### src/rtl/core/xref_stream_entry_decoder_macros.svh
// Assertion macros for the cross-reference stream entry decoder.
`ifndef XREF_STREAM_ENTRY_DECODER_MACROS_SVH
`define XREF_STREAM_ENTRY_DECODER_MACROS_SVH

`ifndef SYNTH

// Same-cycle implication, checked out of reset.
`define XSED_ASSERT_IMPLIES(label, clk, rst_n, lhs, rhs) \
    label: assert property (@(posedge clk) disable iff (!rst_n) (lhs) |-> (rhs)) \
        else $error("xsed assertion failed");

// Next-cycle implication, checked out of reset.
`define XSED_ASSERT_NEXT(label, clk, rst_n, lhs, rhs) \
    label: assert property (@(posedge clk) disable iff (!rst_n) (lhs) |=> (rhs)) \
        else $error("xsed assertion failed");

`else

`define XSED_ASSERT_IMPLIES(label, clk, rst_n, lhs, rhs)
`define XSED_ASSERT_NEXT(label, clk, rst_n, lhs, rhs)

`endif

`endif

### src/rtl/core/xsed_pkg.sv
// Shared types, codes and constants of the cross-reference stream entry decoder.
package xsed_pkg;

    localparam int MAX_FIELD_BYTES_DEF = 8;
    localparam int REG_W               = 4;
    localparam int CFG_INDEX_W         = 2;
    localparam int Q_DEPTH             = 2;

    // Register indexes on the configuration port
    localparam logic [CFG_INDEX_W-1:0] REG_TYPE_WIDTH   = 2'd0;
    localparam logic [CFG_INDEX_W-1:0] REG_SECOND_WIDTH = 2'd1;
    localparam logic [CFG_INDEX_W-1:0] REG_THIRD_WIDTH  = 2'd2;

    localparam logic [REG_W-1:0] TYPE_WIDTH_RST   = 4'd1;
    localparam logic [REG_W-1:0] SECOND_WIDTH_RST = 4'd4;
    localparam logic [REG_W-1:0] THIRD_WIDTH_RST  = 4'd2;

    // Input operations
    localparam logic OP_HEADER = 1'b0;
    localparam logic OP_BYTE   = 1'b1;

    // Entry kinds
    localparam logic [1:0] KIND_FREE       = 2'd0;
    localparam logic [1:0] KIND_IN_USE     = 2'd1;
    localparam logic [1:0] KIND_COMPRESSED = 2'd2;

    // Error codes
    localparam logic [1:0] ERR_OK         = 2'd0;
    localparam logic [1:0] ERR_BAD_TYPE   = 2'd1;
    localparam logic [1:0] ERR_NO_SECTION = 2'd2;
    localparam logic [1:0] ERR_ZERO_WIDTH = 2'd3;

    typedef struct packed {
        logic [31:0] object_number;
        logic [1:0]  entry_kind;
        logic [63:0] second_value;
        logic [31:0] third_value;
        logic [1:0]  error_code;
    } t_result;

    typedef struct packed {
        logic    push;
        t_result result;
    } t_front_out;

    function automatic logic [REG_W-1:0] f_clamp_width(input logic [REG_W-1:0] w,
                                                       input logic [REG_W-1:0] max_w);
        f_clamp_width = (w > max_w) ? max_w : w;
    endfunction

endpackage

### src/rtl/core/xsed_queue.sv
// Short result queue between the entry decoder front and the output stream.
module xsed_queue (
    input  logic              i_clk,
    input  logic              i_rst_n,
    input  logic              i_push,
    input  xsed_pkg::t_result i_result,
    output logic              o_full,
    output logic              o_valid,
    input  logic              i_ready,
    output xsed_pkg::t_result o_result
);
    import xsed_pkg::*;

    localparam int PTR_W = (Q_DEPTH > 1) ? $clog2(Q_DEPTH) : 1;
    localparam int CNT_W = $clog2(Q_DEPTH + 1);
    localparam logic [PTR_W-1:0] LAST_PTR = PTR_W'(Q_DEPTH - 1);
    localparam logic [CNT_W-1:0] FULL_CNT = CNT_W'(Q_DEPTH);

    t_result          r_mem [Q_DEPTH];
    logic [PTR_W-1:0] r_wr_ptr, n_wr_ptr;
    logic [PTR_W-1:0] r_rd_ptr, n_rd_ptr;
    logic [CNT_W-1:0] r_count, n_count;
    logic             w_pop;

    assign o_full   = (r_count == FULL_CNT);
    assign o_valid  = (r_count != '0);
    assign o_result = r_mem[r_rd_ptr];
    assign w_pop    = o_valid & i_ready;

    always_comb begin
        n_wr_ptr = r_wr_ptr;
        n_rd_ptr = r_rd_ptr;
        n_count  = r_count;
        if (i_push) begin
            n_wr_ptr = (r_wr_ptr == LAST_PTR) ? '0 : r_wr_ptr + PTR_W'(1);
        end
        if (w_pop) begin
            n_rd_ptr = (r_rd_ptr == LAST_PTR) ? '0 : r_rd_ptr + PTR_W'(1);
        end
        if (i_push && !w_pop) begin
            n_count = r_count + CNT_W'(1);
        end else if (!i_push && w_pop) begin
            n_count = r_count - CNT_W'(1);
        end
    end

    always_ff @(posedge i_clk) begin
        if (!i_rst_n) begin
            r_wr_ptr <= '0;
            r_rd_ptr <= '0;
            r_count  <= '0;
        end else begin
            r_wr_ptr <= n_wr_ptr;
            r_rd_ptr <= n_rd_ptr;
            r_count  <= n_count;
        end
    end

    always_ff @(posedge i_clk) begin
        if (i_push) begin
            r_mem[r_wr_ptr] <= i_result;
        end
    end

endmodule

### src/rtl/core/xsed_front.sv
// Front of the entry decoder: width registers, subsection state and field assembly.
module xsed_front #(
    parameter int MAX_FIELD_BYTES = xsed_pkg::MAX_FIELD_BYTES_DEF
) (
    input  logic                             i_clk,
    input  logic                             i_rst_n,
    input  logic                             i_cfg_we,
    input  logic [xsed_pkg::CFG_INDEX_W-1:0] i_cfg_index,
    input  logic [xsed_pkg::REG_W-1:0]       i_cfg_wdata,
    input  logic                             i_accept,
    input  logic                             i_operation,
    input  logic [7:0]                       i_byte_value,
    input  logic [31:0]                      i_first_object,
    input  logic [31:0]                      i_entry_count,
    output xsed_pkg::t_front_out             o_front
);
    import xsed_pkg::*;

    localparam int POS_W = $clog2(3 * MAX_FIELD_BYTES + 1);
    localparam logic [REG_W-1:0] MAX_W = REG_W'(MAX_FIELD_BYTES);

    logic [REG_W-1:0] r_type_width, r_second_width, r_third_width;
    logic [POS_W-1:0] r_pos, n_pos;
    logic             r_type_hi, n_type_hi;
    logic [7:0]       r_type_lo, n_type_lo;
    logic [63:0]      r_second_acc, n_second_acc;
    logic [31:0]      r_third_acc, n_third_acc;
    logic [31:0]      r_cur_obj, n_cur_obj;
    logic [31:0]      r_remaining, n_remaining;

    logic [POS_W-1:0] w_tw, w_sw, w_hw, w_ts, w_total;
    logic [POS_W:0]   w_pos_inc;
    logic             w_bad_type;
    t_front_out       w_out;

    always_comb begin
        w_tw    = POS_W'(f_clamp_width(r_type_width, MAX_W));
        w_sw    = POS_W'(f_clamp_width(r_second_width, MAX_W));
        w_hw    = POS_W'(f_clamp_width(r_third_width, MAX_W));
        w_ts    = w_tw + w_sw;
        w_total = w_ts + w_hw;
    end

    always_comb begin
        n_pos        = r_pos;
        n_type_hi    = r_type_hi;
        n_type_lo    = r_type_lo;
        n_second_acc = r_second_acc;
        n_third_acc  = r_third_acc;
        n_cur_obj    = r_cur_obj;
        n_remaining  = r_remaining;
        w_pos_inc    = {1'b0, r_pos} + (POS_W+1)'(1);
        w_bad_type   = 1'b0;
        w_out        = '0;

        if (i_accept) begin
            if (i_operation == OP_HEADER) begin
                n_pos        = '0;
                n_type_hi    = 1'b0;
                n_type_lo    = '0;
                n_second_acc = '0;
                n_third_acc  = '0;
                if (w_total == '0) begin
                    n_remaining                 = '0;
                    w_out.push                  = 1'b1;
                    w_out.result.error_code     = ERR_ZERO_WIDTH;
                end else begin
                    n_cur_obj   = i_first_object;
                    n_remaining = i_entry_count;
                end
            end else if (r_remaining == '0) begin
                w_out.push              = 1'b1;
                w_out.result.error_code = ERR_NO_SECTION;
            end else if (w_total == '0) begin
                w_out.push              = 1'b1;
                w_out.result.error_code = ERR_ZERO_WIDTH;
            end else begin
                // Fold the byte into the field that owns this position
                if (r_pos < w_tw) begin
                    n_type_hi = r_type_hi | (r_type_lo != '0);
                    n_type_lo = i_byte_value;
                end else if (r_pos < w_ts) begin
                    n_second_acc = {r_second_acc[55:0], i_byte_value};
                end else begin
                    n_third_acc = {r_third_acc[23:0], i_byte_value};
                end
                n_pos = w_pos_inc[POS_W-1:0];

                if (w_pos_inc >= {1'b0, w_total}) begin
                    w_out.push                 = 1'b1;
                    w_out.result.object_number = r_cur_obj;
                    if (w_tw != '0) begin
                        w_bad_type = n_type_hi | (n_type_lo > 8'(KIND_COMPRESSED));
                    end
                    if (w_bad_type) begin
                        w_out.result.error_code = ERR_BAD_TYPE;
                    end else begin
                        w_out.result.entry_kind   = (w_tw == '0) ? KIND_IN_USE
                                                                  : n_type_lo[1:0];
                        w_out.result.second_value = n_second_acc;
                        w_out.result.third_value  = n_third_acc;
                        w_out.result.error_code   = ERR_OK;
                    end
                    // Advance to the next entry and drop the accumulated fields
                    n_cur_obj    = r_cur_obj + 32'd1;
                    n_remaining  = r_remaining - 32'd1;
                    n_pos        = '0;
                    n_type_hi    = 1'b0;
                    n_type_lo    = '0;
                    n_second_acc = '0;
                    n_third_acc  = '0;
                end
            end
        end
    end

    assign o_front = w_out;

    always_ff @(posedge i_clk) begin
        if (!i_rst_n) begin
            r_type_width   <= TYPE_WIDTH_RST;
            r_second_width <= SECOND_WIDTH_RST;
            r_third_width  <= THIRD_WIDTH_RST;
            r_pos          <= '0;
            r_type_hi      <= 1'b0;
            r_type_lo      <= '0;
            r_second_acc   <= '0;
            r_third_acc    <= '0;
            r_cur_obj      <= '0;
            r_remaining    <= '0;
        end else begin
            r_pos        <= n_pos;
            r_type_hi    <= n_type_hi;
            r_type_lo    <= n_type_lo;
            r_second_acc <= n_second_acc;
            r_third_acc  <= n_third_acc;
            r_cur_obj    <= n_cur_obj;
            r_remaining  <= n_remaining;
            if (i_cfg_we) begin
                case (i_cfg_index)
                    REG_TYPE_WIDTH:   r_type_width   <= i_cfg_wdata;
                    REG_SECOND_WIDTH: r_second_width <= i_cfg_wdata;
                    REG_THIRD_WIDTH:  r_third_width  <= i_cfg_wdata;
                    default: begin
                    end
                endcase
            end
        end
    end

endmodule

### src/rtl/core/xref_stream_entry_decoder.sv
// Top level of the cross-reference stream entry decoder.
//
//  channel    dir  handshake                       payload
//  s_axis     in   i_s_axis_tvalid/o_s_axis_tready tdata 72 b, tuser 1 b
//  m_axis     out  o_m_axis_tvalid/i_m_axis_tready tdata 128 b, tuser 4 b
//  cfg        in   i_cfg_we (no wait)              index 2 b, data 4 b
//
// One transaction per cycle on s_axis while the result queue has room; the front
// folds each byte in the cycle it is accepted, and pushes an entry's result into
// the queue in the cycle its last byte is accepted. A two-entry result queue parts
// the two sides: s_axis stalls only when it is full. Reset is synchronous and
// active low; widths return to 1/4/2 and no subsection is open.
`include "xref_stream_entry_decoder_macros.svh"

module xref_stream_entry_decoder #(
    parameter int MAX_FIELD_BYTES = xsed_pkg::MAX_FIELD_BYTES_DEF
) (
    input  logic                             i_clk,
    input  logic                             i_rst_n,
    input  logic                             i_s_axis_tvalid,
    output logic                             o_s_axis_tready,
    // [7:0] byte_value, [39:8] first_object, [71:40] entry_count
    input  logic [71:0]                      i_s_axis_tdata,
    // [0] operation
    input  logic                             i_s_axis_tuser,
    output logic                             o_m_axis_tvalid,
    input  logic                             i_m_axis_tready,
    // [31:0] object_number, [95:32] second_value, [127:96] third_value
    output logic [127:0]                     o_m_axis_tdata,
    // [1:0] entry_kind, [3:2] error_code
    output logic [3:0]                       o_m_axis_tuser,
    input  logic                             i_cfg_we,
    input  logic [xsed_pkg::CFG_INDEX_W-1:0] i_cfg_index,
    input  logic [xsed_pkg::REG_W-1:0]       i_cfg_wdata
);
    import xsed_pkg::*;

    logic       w_accept;
    logic       w_full;
    t_front_out w_front;
    t_result    w_q_result;

    assign o_s_axis_tready = ~w_full;
    assign w_accept        = i_s_axis_tvalid & o_s_axis_tready;

    xsed_front #(
        .MAX_FIELD_BYTES (MAX_FIELD_BYTES)
    ) u_front (
        .i_clk          (i_clk),
        .i_rst_n        (i_rst_n),
        .i_cfg_we       (i_cfg_we),
        .i_cfg_index    (i_cfg_index),
        .i_cfg_wdata    (i_cfg_wdata),
        .i_accept       (w_accept),
        .i_operation    (i_s_axis_tuser),
        .i_byte_value   (i_s_axis_tdata[7:0]),
        .i_first_object (i_s_axis_tdata[39:8]),
        .i_entry_count  (i_s_axis_tdata[71:40]),
        .o_front        (w_front)
    );

    xsed_queue u_queue (
        .i_clk    (i_clk),
        .i_rst_n  (i_rst_n),
        .i_push   (w_front.push),
        .i_result (w_front.result),
        .o_full   (w_full),
        .o_valid  (o_m_axis_tvalid),
        .i_ready  (i_m_axis_tready),
        .o_result (w_q_result)
    );

    assign o_m_axis_tdata = {w_q_result.third_value, w_q_result.second_value,
                             w_q_result.object_number};
    assign o_m_axis_tuser = {w_q_result.error_code, w_q_result.entry_kind};

    `XSED_ASSERT_IMPLIES(a_push_needs_accept, i_clk, i_rst_n, w_front.push, w_accept)
    `XSED_ASSERT_IMPLIES(a_no_kind_three, i_clk, i_rst_n, o_m_axis_tvalid, o_m_axis_tuser[1:0] != 2'd3)
    `XSED_ASSERT_IMPLIES(a_error_clears_fields, i_clk, i_rst_n, o_m_axis_tvalid && (o_m_axis_tuser[3:2] != ERR_OK), (o_m_axis_tuser[1:0] == KIND_FREE) && (o_m_axis_tdata[127:32] == '0))
    `XSED_ASSERT_NEXT(a_push_shows_result, i_clk, i_rst_n, w_front.push, o_m_axis_tvalid)

endmodule
### config.mk
export PLATFORM = sky130hd
export DESIGN_NAME = xref_stream_entry_decoder
export DESIGN_NICKNAME = d
export VERILOG_FILES = /design/src/rtl/core/xsed_pkg.sv /design/src/rtl/core/xsed_queue.sv /design/src/rtl/core/xsed_front.sv /design/src/rtl/core/xref_stream_entry_decoder.sv
export VERILOG_INCLUDE_DIRS = /design/src /design/src/rtl/core
export SDC_FILE = /design/constraint.sdc
export NUM_CORES = 1
export LEC_CHECK = 0
export ABC_AREA = 1
export ABC_CLOCK_PERIOD_IN_PS = 9900
export BUFFER_PORTS_ARGS = -buffer_cell sky130_fd_sc_hd__clkbuf_2
export CORE_MARGIN = 8
export CORE_UTILIZATION = 25
export DETAILED_ROUTE_END_ITERATION = 6
export SLEW_MARGIN = 10
export SYNTH_ARGS = -nofsm -noshare
export SYNTH_HDL_FRONTEND = slang
export SYNTH_HIERARCHICAL = 1
export SYNTH_SLANG_ARGS = --single-unit
### constraint.sdc
create_clock -name i_clk -period 9.9 [get_ports i_clk]
set_input_delay 0.99 -clock i_clk [delete_from_list [all_inputs] [get_ports i_clk]]
set_output_delay 0.99 -clock i_clk [all_outputs]
set_load 0.02 [all_outputs]
## Word level (Yosys, flattened, before mapping)

Memories as Yosys holds them, arrays and structs flattened. A register that Yosys moved wholly into a read port is not among the register bits.
Cells that the tools add are included.

| cells by class | value |
|---|---|
| add/sub/neg operators | 9 |
| multiply operators | 0 |
| divide/modulo/power cells | 0 |
| magnitude comparators | 7 |
| equality and inequality tests | 8 |
| shift-type cells | 0 |
| multiplexer cells | 77 |
| bitwise operators | 5 |
| reductions and logical operators | 18 |

Operators with widths:

| operator | number |
|---|---|
| two-way mux 32 bit | 16 |
| two-way mux 130 bit | 3 |
| two-way mux 64 bit | 6 |
| two-way mux 133 bit | 2 |
| two-way mux 98 bit | 1 |
| two-way mux 8 bit | 9 |
| adder 32 x 1 -> 32 bit, second input constant | 1 |
| logical NOT 32 bit | 1 |
| subtractor 32 x 1 -> 32 bit, second input constant | 1 |
| two-way mux 1 bit | 26 |
| two-way mux 5 bit | 4 |
| two-way mux 2 bit | 7 |
| > comparator 4 bit, second input constant | 3 |
| two-way mux 4 bit | 3 |
| logical NOT 5 bit | 2 |
| > comparator 8 x 2 -> 1 bit, second input constant | 1 |
| inequality test 2 bit, second input constant | 4 |
| nonzero test 8 bit | 1 |
| adder 5 x 1 -> 6 bit, second input constant | 1 |
| greater-or-equal comparator 6 x 5 -> 1 bit | 1 |
| AND reduction 2 bit | 3 |
| adder 4 x 4 -> 5 bit | 1 |
| adder 5 x 4 -> 5 bit | 1 |
| less-than comparator 5 x 4 -> 1 bit | 1 |
| 18 further kinds | 25 |

| word-level totals | value |
|---|---|
| register bits after elaboration | 190 |
| bits in latches | 0 |
| bits in writable memories | 264 |
| bits in read-only memories | 0 |
| input bits | 84 |
| output and inout port bits | 134 |
| word-level logic and storage cells | 138 |
| memories | 1 |

Memories:

| memory | words | bits a word | read ports | clocked after memory_dff | write ports | line | text |
|---|---|---|---|---|---|---|---|
| u_queue.r_mem | 2 | 132 | 1 | 1 | 1 | xsed_queue.sv:19 | `t_result r_mem [Q_DEPTH];` |

## Longest topological paths before layout

Gate-level depths: netlist (run 1).

| depth | value |
|---|---|
| depth after elaboration | 27 |
| depth in mapped cells | 28 |
| mapped depth without buffers | 28 |

## By module

Netlist (run 1), hierarchy kept.

Modules (own cells, without submodules):

| module | instances | cells each | area an instance (um^2) | sequential area each (um^2) |
|---|---|---|---|---|
| xsed_front | 1 | 2116 | 12268.0 | 3723.6 |
| xsed_queue | 1 | 447 | 10090.9 | 8027.7 |
| xref_stream_entry_decoder | 1 | 3 | 13.8 | 0.0 |

## Worst setup path before layout (run 1)

Ideal clock, no wire load.

| timing path | value |
|---|---|
| path kind | reg2reg |
| start point | register u_front.r_type_width[0] |
| end point | memory u_queue/r_mem[0][0] (netlist name), enable pin |
| data arrival time | 8550 ps |
| setup slack | 722 ps |
| stages on the path, launching flop included | 19 |
| path buffers | 0 |
| clock period less this slack | 9178 ps |
| cells stage by stage | dfxtp_1 nor2_1 nand2_1 a21oi_1 ha_1 fa_1 fa_1 a21oi_1 o21bai_1 xor2_1 ha_1 inv_1 nor2_1 o211ai_1 nand3_1 nand2_1 nand2_1 inv_1 nor2_1 |

RTL lines:

| element | line | text |
|---|---|---|
| start, declared | xsed_front.sv:22 | `logic [REG_W-1:0] r_type_width, r_second_width, r_third_width;` |
| start signal, assigned | xsed_front.sv:141 | `REG_TYPE_WIDTH: r_type_width <= i_cfg_wdata;` |
| end, declared | xsed_queue.sv:19 |  |

==> qor.yml, run 1 <==
synth:
  synthDistinctLibCells: 41
  netlist.area_leader.share_pct: 35.43
  synth-seq-cells: 455
  ys_seq_area_share_pct: 52.53
  synthFlopType: "edfxtp_1"
  syn_area_um2: 22370
  syn_nets: 2677
  yosysMostFrequentCell: "nand2_1"
  synth_edf_count: 264
  synth-async-reset-ratio_pct: 0
  yosysTopAreaCell: "edfxtp_1"
  syn-mean-instance-area_um2: 8.719
  yosysWarnings: 6
  synth.area.top_cells: "edfxtp_1 35%, dfxtp_1 17%, nand2_1 11%"
  synth_commonest_cells: "629 x nand2_1, 347 x inv_1, 338 x nor2_1, 264 x edfxtp_1, 191 x dfxtp_1"
  netlist_instances: 2566
power_and_ir_drop:
  combinationalPowerShare_pct: 29.9
  p_leak_nw: 11.26
  peakVddDrop_v: 0.0001167
  total_power_mw: 6.157
  p_int_mw: 4.007
  p_switching_mw: 2.149
  power_density_nw_per_um2: 235.0
  netSwitchingFraction_pct: 34.91
  clock_power_share_pct: 31.6
  p_seq_share_pct: 38.5
critical_path:
  critPathArrivalTime_ps: 5400
  worstSetupStartpointType: "register"
  crit_slowest_cell: "buf_4"
  crit_fanout: 87
  path_cells: "nor2_1, nand2_1, a21oi_1, ha_1, fa_1, xor2_1, ha_1, a21oi_1, o21bai_1, xor2_1, ha_1, inv_1, nor2_1, o211ai_1, nand3_1, nand2_1, nand2_1, nand2_1, inv_6, buf_4"
  cp_data_required_time_ps: 10110
  path_delay_family: "buffers and inverters"
  cp-end-kind: "register"
  r2r_slack_ps: 4710
  max_stage_delay_ps: 680
  critPathKind: "register to register"
  path_common_cell: "nand2_1"
  crit_buf_inv: 3
finish:
  area_growth_pct: 17.08
  final_layout_size_suffix_gt1_share_pct: 18.25
  fillers: 9264
  final_nets: 2847
routing:
  routed.top_layer: "met5"
  routed-via-count: 16700
  drc: 1
  dr.pass1.iters: 7
  viasPerCell: 4.233
  wl_per_cell_um: 14.98
  drt_iter0_markers: 1092
  wl_met2_mm: 27.00
  totalWireLength_mm: 59.09
  met3RoutedLength_mm: 3.396
  ant_nets: 0
  wl_met1_mm: 27.39
clocking:
  holdBufCountCts: 0
  clockBufferDepth: 3
  clock-sinks: 455
  cts_resized: 0
  cts.reportedPaths.clkPinSlew_ps: 60
  cts_tree: "done"
  htree_levels: 2
  clockRootBuffer: "clkbuf_16"
  clock_latency_ps: 580
  cts_setup_buffers: 0
  numCtsBuffers: 51
worst_hold_path:
  hp-class: "register to register"
timing:
  worstMarginPinSlew_ps: 1076
  slew_violations: 0
  finalCriticalPeriod_ps: 5189
  slew_headroom_pct: 28.29
  setup_viol: 0
  fin_crit_sh_pct: 52.41
  finClkSkew_ps: 18.36
  rsz0062_at_grt: "no"
  hold_viol: 0
  tns_ps: 0
  clock.fmax_ghz: 0.1927
global_routing:
  grt.total_usage_pct: 11.54
  grt_antenna_before_repair: 8
  grt_pass1_wl_mm: 92.06
  grt.overflow.total: 0
  grt_pass1_vias: 16070
  grt_max_degree: 99
floorplanning:
  rows: 109
  die_w_um: 315.2
  coreArea_um2: 88510
  die_h_um: 315.2
  num_io_pins: 218
  die-area_um2: 99320
  initial_utilization_pct: 25.28
placed_design:
  port-buffer-count: 217
  gp_congestion: 0.8081
  dp_hpwl_mm: 39.81
status:
  violations: "design-rule violations"
  status: "finished, violations left"
flow_run:
  drv_cap: 0
-- placed cells by master (no fill, tap or decap), drive strengths merged, types with 4 or more instances in the layout --
| cell | count |
|---|---|
| mux2 | 132 |
| a21oi | 138 |
| nand2 | 632 |
| dfxtp | 191 |
| bufinv | 5 |
| o21ai | 180 |
| nor4 | 4 |
| clkinv | 18 |
| nand3b | 5 |
| inv | 353 |
| buf | 20 |
| nand3 | 46 |
| o31ai | 5 |
| xor2 | 39 |
| clkbuf | 279 |
| ha | 25 |
| o211ai | 4 |
| edfxtp | 264 |
| nor3 | 31 |
| clkinvlp | 7 |
| nor2 | 369 |
| nand4 | 20 |
-- stage by stage --
stage | utilization (%) | area, µm² | hold slack, ps | worst slack (ps) | cells
CTS | 29.59 | 26190 | 463.3 | 4585 | 3943
global route | 29.59 | 26190 | 487.7 | 4183 | 3944
finish | 29.59 | 26190 | 464.3 | 4711 | 3945
detailed placement | 27.62 | 24450 | 454.1 | 4596 | 3848
floorplan | - | 22370 | 430.3 | 721.9 | 2566
global placement | 27.62 | 24450 | 445.3 | 4687 | 3848
-- kinds of logic (layout without fill, tap and decap cells) --
group	Yosys count	after routing	synth area share [%]
AOI/OAI and AO/OA	333	333	7.656
xor gates and xnor gates	40	40	1.566
adders and majority gates	27	27	1.577
buffers and inverters	470	682	8.847
DFF	455	455	52.53
muxes	132	132	7.986
other	0	2	0
and+or+nand+nor	1109	1109	19.84
-- state kept, by name, indices dropped and copies added (netlist names), named ones only --
signal / count
u_queue/r_wr_ptr: 1
u_front/r_cur_obj: 32
u_front/r_second_width: 4
u_front/r_third_width: 4
u_front/r_remaining: 32
u_queue/r_rd_ptr: 1
u_queue/r_mem: 264
u_front/r_second_acc: 64
u_queue/r_count: 2
u_front/r_type_hi: 1
u_front/r_type_width: 4
u_front/r_third_acc: 32
u_front/r_pos: 5
u_front/r_type_lo: 8
-- power groups by stage --
stage,Combinational (mW),Clock [mW],Sequential [mW]
6_report,1.84,1.95,2.37
5_1_grt,2.06,2.09,2.39
4_1_cts,1.88,2.02,2.37
3_5_place_dp,1.86,0,2.41
3_3_place_gp,1.87,0,2.40
2_1_floorplan,1.42,0,2.36
-- final timing paths --
kind                                                from  cells after the start                                      to
setup / recovery    u_front/r_type_width[0]$_SDFFE_PN1P_                     20         u_queue/r_mem[1][125]$_DFFE_PP_
hold / removal    u_front/r_second_width[0]$_SDFFE_PN0P_                      2  u_front/r_second_width[0]$_SDFFE_PN0P_
setup reg to reg    u_front/r_type_width[0]$_SDFFE_PN1P_                     20         u_queue/r_mem[1][125]$_DFFE_PP_
hold reg to reg   u_front/r_second_width[0]$_SDFFE_PN0P_                      2  u_front/r_second_width[0]$_SDFFE_PN0P_
-- final cells by class --
cell class                 count  area, µm²  share of cell area (%)
sequential                   455      11760                   44.88
multi-input combinational   1641       8678                   33.13
tap                         1165       1458                   5.565
clock buffer                  62       1410                   5.383
inverter                     350       1321                   5.044
timing repair buffer         237       1236                   4.719
clock inverter                33      330.3                   1.261
antenna                        2      5.005                 0.01911
-- layer usage --
layer,GRT usage [%],vias to the layer above
li1,-,8580
met1,15.07,7688
met2,19.09,339
met3,2.717,83
met4,3.047,8
met5,0,-
-- worst min-delay path, delay by kind of cell (launching register included) --
| family | cells | cell delay (ps) |
|---|---|---|
| flops | 1 | 300 |
| compound gates | 1 | 60 |
| buf+inv | 1 | 60 |
Power figures use the tool's default switching activity.
==> run 2: changes to the inputs <==
Settings changed: ABC_CLOCK_PERIOD_IN_PS 9900 to 5300.
Clock period 9.9 ns to 5.3 ns, I/O delays scaled along.
==> run 2 against run 1 <==
  * The flow now finishes without violations
  * Sequential power rose by 86%
  * Wire length rose by 0.18%
  * Largest power group unchanged
  * Total power is 91% higher
  * Register-to-register slack worse by 3900 ps
  * Critical path type unchanged
  * Clock skew increased by 21 ps
  * Sequential share of layout area decreased by 0.48 points
  * Worst setup slack got worse by 3900 ps
  * Clock power rose by 96%
  * Non-clock buffer count is 4 higher
  * Fmax up 15%
  * Global-route usage hardly changed
==> qor.yml, run 2 (synthesis results as in run 1) <==
status:
  status: "finished clean"  # was finished, violations left
routing:
  met3RoutedLength_mm: 3.370  # was 3.396 mm
  routed-via-count: 16960  # was 16700
  ant_nets: 0  # unchanged
  dr.pass1.iters: 5  # was 7
  wl_met2_mm: 27.25  # was 27.00 mm
  totalWireLength_mm: 59.20  # was 59.09 mm
  wl_per_cell_um: 14.97  # was 14.98 µm
  wl_met1_mm: 27.39  # about the same
  drt_iter0_markers: 1208  # was 1092
  viasPerCell: 4.287  # was 4.233
  routed.top_layer: "met5"  # unchanged
  drc: 0  # was 1
timing:
  rsz0062_at_grt: "no"  # unchanged
  fin_crit_sh_pct: 85.31  # was 52.41%
  slew_headroom_pct: 29.52  # was 28.29%
  setup_viol: 0  # unchanged
  finalCriticalPeriod_ps: 4522  # was 5189 ps
  slew_violations: 0  # unchanged
  hold_viol: 0  # unchanged
  worstMarginPinSlew_ps: 1057  # was 1076 ps
  tns_ps: 0  # unchanged
  clock.fmax_ghz: 0.2212  # was 0.1927 GHz
  finClkSkew_ps: 39.23  # was 18.36 ps
  fin_ws_ps: 778.3  # was 4711 ps
finish:
  area_growth_pct: 18.34  # was 17.08%
  final_common_cell: "nand2_1"  # unchanged
  top_regs: "u_queue/r_mem (264), u_front/r_second_acc (64)"  # unchanged
  final_nets: 2853  # was 2847
  layout_common_cells: "625 x nand2_1, 344 x inv_1, 335 x nor2_1"  # was 627 x nand2_1, 345 x inv_1, 336 x nor2_1
  stdcell_area_um2: 26480  # was 26190 µm²
  largest_reg_flops: 264  # unchanged
  fin_cells: 3955  # was 3945
  finish.utilization_pct: 29.91  # was 29.59%
  regMostFlops: "u_queue/r_mem"  # unchanged
  final_layout_size_suffix_gt1_share_pct: 18.66  # was 18.25%
critical_path:
  crit_fanout: 71  # was 87
  cp-end-kind: "register"  # unchanged
  critPathKind: "register to register"  # unchanged
  cp_data_required_time_ps: 5500  # was 10110 ps
  worstSetupStartpointType: "register"  # unchanged
  critPathArrivalTime_ps: 4720  # was 5400 ps
placed_design:
  port-buffer-count: 217  # unchanged
  place_ws_ps: 737.3  # was 4596 ps
  dp_hpwl_mm: 39.98  # was 39.81 mm
  gp_congestion: 0.8268  # was 0.8081
  dp_cells: 3852  # was 3848
  placed_area_um2: 24620  # was 24450 µm²
worst_hold_path:
  hp-class: "primary input to register"  # was register to register
clocking:
  htree_levels: 2  # unchanged
  clockRootBuffer: "clkbuf_16"  # unchanged
  clock-sinks: 455  # unchanged
  cts.reportedPaths.clkPinSlew_ps: 60  # about the same
  numCtsBuffers: 53  # was 51
  clockBufferDepth: 3  # unchanged
  cts_resized: 0  # unchanged
  clock_latency_ps: 610  # was 580 ps
  holdBufCountCts: 0  # unchanged
  cts_setup_buffers: 0  # unchanged
  cts_tree: "done"  # unchanged
power_and_ir_drop:
  power_density_nw_per_um2: 443.2  # was 235.0 nW/µm²
  p_leak_nw: 11.37  # was 11.26 nW
  peakVddDrop_v: 0.0002322  # was 0.0001167 V
floorplanning:
  die_h_um: 315.2  # unchanged
  die_w_um: 315.2  # unchanged
  coreArea_um2: 88510  # unchanged
  die-area_um2: 99320  # unchanged
  num_io_pins: 218  # unchanged
  initial_utilization_pct: 25.28  # unchanged
  rows: 109  # unchanged
flow_run:
  drv_cap: 0  # unchanged
global_routing:
  grt_max_degree: 111  # was 99
  grt_pass1_wl_mm: 91.31  # was 92.06 mm
  grt_pass1_vias: 16060  # was 16070
  grt_antenna_before_repair: 9  # was 8
  grt.total_usage_pct: 11.52  # was 11.54%
  grt.overflow.total: 0  # unchanged
## run 2: changes by cell type in the layout (fill, tap and decap cells not counted), sizes merged
cell    previous run  this run
bufinv             5         8
clkinv            18        19
diode              2         4
clkbuf           279       282
buf               20        24
inv              353       350
## run 2: final timing paths
| check | startpoint | to | slack, ps | cells after the start |
|---|---|---|---|---|
| worst max-delay path | u_front/r_type_width[0]$_SDFFE_PN1P_ | u_queue/r_mem[1][94]$_DFFE_PP_ | 780 | 19 |
| worst min-delay path | i_cfg_wdata[2] | u_front/r_second_width[2]$_SDFFE_PN1P_ | 210 | 3 |
| worst min register to register | u_front/r_second_width[1]$_SDFFE_PN0P_ | u_front/r_second_width[1]$_SDFFE_PN0P_ | 460 | 2 |
| worst max register to register | u_front/r_type_width[0]$_SDFFE_PN1P_ | u_queue/r_mem[1][94]$_DFFE_PP_ | 780 | 19 |
## run 2: worst max-delay path, cell delays in order (launching register included)
cell and delay (ps):
dfxtp_1 320, nor2_1 90, nand2_1 90, a21oi_1 190, ha_2 220, fa_1 480
fa_2 440, a21oi_2 140, o21bai_1 80, xor2_1 200, ha_1 300, inv_1 40
nor2_2 110, nand4_1 150, nand3_2 130, nand2_1 60, nand2_2 110, nand2_2 80
clkinvlp_4 70, buf_4 780
## run 2: metal layers
layer	up-vias	GRT usage, %
met3	85	2.246
met5	-	0
met4	4	3.235
met1	7909	15.62
li1	8617	-
met2	341	18.62
## run 2: cell type report
cell class              count  area (µm²)
clock inverters            34       414.1
repair buffers            241        1379
inverters                 350        1320
well taps                1165        1458
diodes                      4       10.01
clock buffers              65        1433
flip-flops and latches    455       11760
multi-input cells        1641        8707
fillers                  9302       62040
## run 2: where the power goes
group	internal [mW]	switching, mW	leakage, nW	total [mW]
registers	4.13	0.290	4.10	4.42
clock network	2.32	1.51	0.895	3.83
logic	1.24	2.24	6.37	3.48
## run 2: per-stage QoR
stage                     hold slack (ps)  total power [mW]
after floorplan                     430.3             7.030
after global placement              444.7             8.013
after detailed placement            452.4             8.033
after CTS                           172.1             11.93
after global routing                195.9             12.45
final                               206.1             11.73
==> run 3: changes to the inputs <==
Settings changed: ABC_CLOCK_PERIOD_IN_PS 5300 to 5500, CTS_BUF_LIST set to sky130_fd_sc_hd__clkbuf_8.
Clock period 5.3 ns to 5.5 ns, I/O delays scaled along.
==> run 3 against run 2 <==
  * Sequential cell count unchanged
  * Worst setup slack improved by 180 ps
  * Utilization decreased by 0.14 points
  * First-iteration DRC count decreased by 9.7%
  * Wire length increased by 2.1%
  * Clock power decreased by 12%
  * Cell count increased by 1.5%
  * Worst hold slack got worse by 86 ps
  * Sequential share of layout area increased by 0.20 points
  * Largest cell class unchanged
  * Critical path depth increased by 4
  * Register-to-register slack improved by 180 ps
==> qor.yml, run 3 (synthesis results as in run 1) <==
critical_path:
  worstSetupStartpointType: "register"  # unchanged
  crit_buf_inv: 3  # unchanged
  cp-end-kind: "register"  # unchanged
  critPathArrivalTime_ps: 5110  # was 4720 ps
  crit_slowest_cell: "buf_4"  # unchanged
  path_cells: "nor2_1, nand2_1, a21oi_1, ha_1, fa_1, xor2_1, ha_1, a21oi_1, nand2_1, xor2_1, ha_1, a21o_1, nand2_1, nand2_1, inv_2, nand4_1, nand2_1, inv_1, nand2_1, buf_4, nand2_1, nand2_1, nor2_1"  # was nor2_1, nand2_1, a21oi_1, ha_2, fa_1, fa_2, a21oi_2, o21bai_1, xor2_1, ha_1, inv_1, nor2_2, nand4_1, nand3_2, nand2_1, nand2_2, nand2_2, clkinvlp_4, buf_4
  crit_fanout: 61  # was 71
  critPathKind: "register to register"  # unchanged
  cp_data_required_time_ps: 6080  # was 5500 ps
  path_common_cell: "nand2_1"
  max_stage_delay_ps: 510  # was 780 ps
  path_delay_family: "adder cells"  # unchanged
routing:
  totalWireLength_mm: 60.45  # was 59.20 mm
  routed-via-count: 17080  # was 16960
  drt_iter0_markers: 1091  # was 1208
  wl_per_cell_um: 15.06  # was 14.97 µm
  dr.pass1.iters: 7  # was 5
  drc: 0  # unchanged
  ant_nets: 0  # unchanged
  viasPerCell: 4.256  # was 4.287
global_routing:
  grt_antenna_before_repair: 10  # was 9
  grt_pass1_vias: 16170  # was 16060
  grt.total_usage_pct: 11.78  # was 11.52%
  grt_max_degree: 100  # was 111
  grt_pass1_wl_mm: 92.54  # was 91.31 mm
  grt.overflow.total: 0  # unchanged
floorplanning:
  rows: 109  # unchanged
  initial_utilization_pct: 25.28  # unchanged
  coreArea_um2: 88510  # unchanged
  die-area_um2: 99320  # unchanged
  die_w_um: 315.2  # unchanged
  num_io_pins: 218  # unchanged
  die_h_um: 315.2  # unchanged
timing:
  fin_crit_sh_pct: 82.50  # was 85.31%
  clock.fmax_ghz: 0.2204  # was 0.2212 GHz
  slew_headroom_pct: 29.80  # was 29.52%
  hold_viol: 0  # unchanged
  finalCriticalPeriod_ps: 4538  # was 4522 ps
  rsz0062_at_grt: "no"  # unchanged
  slew_violations: 0  # unchanged
  finClkSkew_ps: 61.45  # was 39.23 ps
  tns_ps: 0  # unchanged
  worstMarginPinSlew_ps: 1053  # was 1057 ps
  setup_viol: 0  # unchanged
power_and_ir_drop:
  total_power_mw: 10.97  # was 11.73 mW
  p_leak_nw: 11.49  # was 11.37 nW
  peakVddDrop_v: 0.0001650  # was 0.0002322 V
  power_density_nw_per_um2: 416.4  # was 443.2 nW/µm²
clocking:
  clockRootBuffer: "clkbuf_8"  # was clkbuf_16
  cts_tree: "done"  # unchanged
  clock-sinks: 455  # unchanged
  holdBufCountCts: 0  # unchanged
  numCtsBuffers: 83  # was 53
  clock_latency_ps: 700  # was 610 ps
  htree_levels: 3  # was 2
  cts_resized: 0  # unchanged
  cts_setup_buffers: 0  # unchanged
  clockBufferDepth: 3  # unchanged
  cts.reportedPaths.clkPinSlew_ps: 60  # about the same
finish:
  area_growth_pct: 17.80  # was 18.34%
  final_nets: 2883  # was 2853
  largest_reg_flops: 264  # unchanged
  final_layout_size_suffix_gt1_share_pct: 18.92  # was 18.66%
  final_common_cell: "nand2_1"  # unchanged
  top_regs: "u_queue/r_mem (264), u_front/r_second_acc (64)"  # unchanged
  regMostFlops: "u_queue/r_mem"  # unchanged
  layout_common_cells: "627 x nand2_1, 381 x inv_1, 336 x nor2_1"  # was 625 x nand2_1, 344 x inv_1, 335 x nor2_1
worst_hold_path:
  hp-class: "primary input to register"  # unchanged
placed_design:
  port-buffer-count: 217  # unchanged
  gp_congestion: 0.8372  # was 0.8268
  dp_hpwl_mm: 39.88  # was 39.98 mm
status:
  status: "finished clean"  # unchanged
flow_run:
  drv_cap: 0  # unchanged
run 3: cell count changes in the layout (fill, tap and decap cells not counted), moves of 3 or more:
cell / previous run / this run
clkbuf_8: 4 / 96
clkbuf_1: 7 / 0
clkbuf_16: 54 / 0
bufinv_16: 8 / 5
clkinv_2: 12 / 8
inv_1: 344 / 381
clkinvlp_4: 7 / 1
run 3: where the power goes:
part           internal [mW]  switching (mW)  total, mW
sequential              3.98           0.246       4.23
combinational           1.19            2.20       3.39
clock                   1.85            1.51       3.36
run 3: per-layer routing:
| metal | share of wire [%] | wire length [µm] | up-vias | GRT usage [%] |
|---|---|---|---|---|
| met5 | 0.10 | 62 | - | 0 |
| met4 | 2.9 | 1768 | 10 | 4.696 |
| met3 | 6.3 | 3822 | 108 | 2.992 |
| met2 | 45 | 27250 | 417 | 18.64 |
| met1 | 46 | 27540 | 7865 | 15.35 |
| li1 | - | - | 8682 | - |
run 3: final cells by class:
cell class                      instances  area, µm²
Clock inverter                         60      429.2
Timing Repair Buffer                  241       1379
Tap cell                             1165       1458
Sequential cell                       455      11760
Fill cell                            9327      62160
Clock buffer                           96       1321
Antenna cell                            6      15.01
Multi-Input combinational cell       1641       8678
Inverter                              350       1320
run 3: tightest hold or removal path, stage by stage:
cell and delay [ps]:
clkbuf_2 110, nand2_1 50, o211ai_1 70
run 3: stage by stage:
| stage | hold slack, ps | worst slack, ps | cells | instance area [µm²] | utilization (%) |
|---|---|---|---|---|---|
| finish | 119.9 | 962.4 | 4014 | 26360 | 29.78 |
| global route | 78.54 | 635.9 | 4011 | 26350 | 29.77 |
| floorplan | 430.3 | 55.80 | 2566 | 22380 | - |
| CTS | 30.92 | 1011 | 4008 | 26340 | 29.76 |
| detailed placement | 451.1 | 1028 | 3852 | 24590 | 27.78 |
| global placement | 447.6 | 1218 | 3852 | 24590 | 27.78 |
run 3: path summary, 6_finish.rpt:
path / startpoint / end / slack (ps) / depth (start not counted)
max: u_front/r_type_width[0]$_SDFFE_PN1P_ / u_front/r_remaining[8]$_SDFFE_PN0P_ / 960 / 23
min: i_cfg_wdata[2] / u_front/r_second_width[2]$_SDFFE_PN1P_ / 120 / 3
max reg2reg: u_front/r_type_width[0]$_SDFFE_PN1P_ / u_front/r_remaining[8]$_SDFFE_PN0P_ / 960 / 23
min reg2reg: u_front/r_second_width[0]$_SDFFE_PN0P_ / u_front/r_second_width[0]$_SDFFE_PN0P_ / 460 / 2
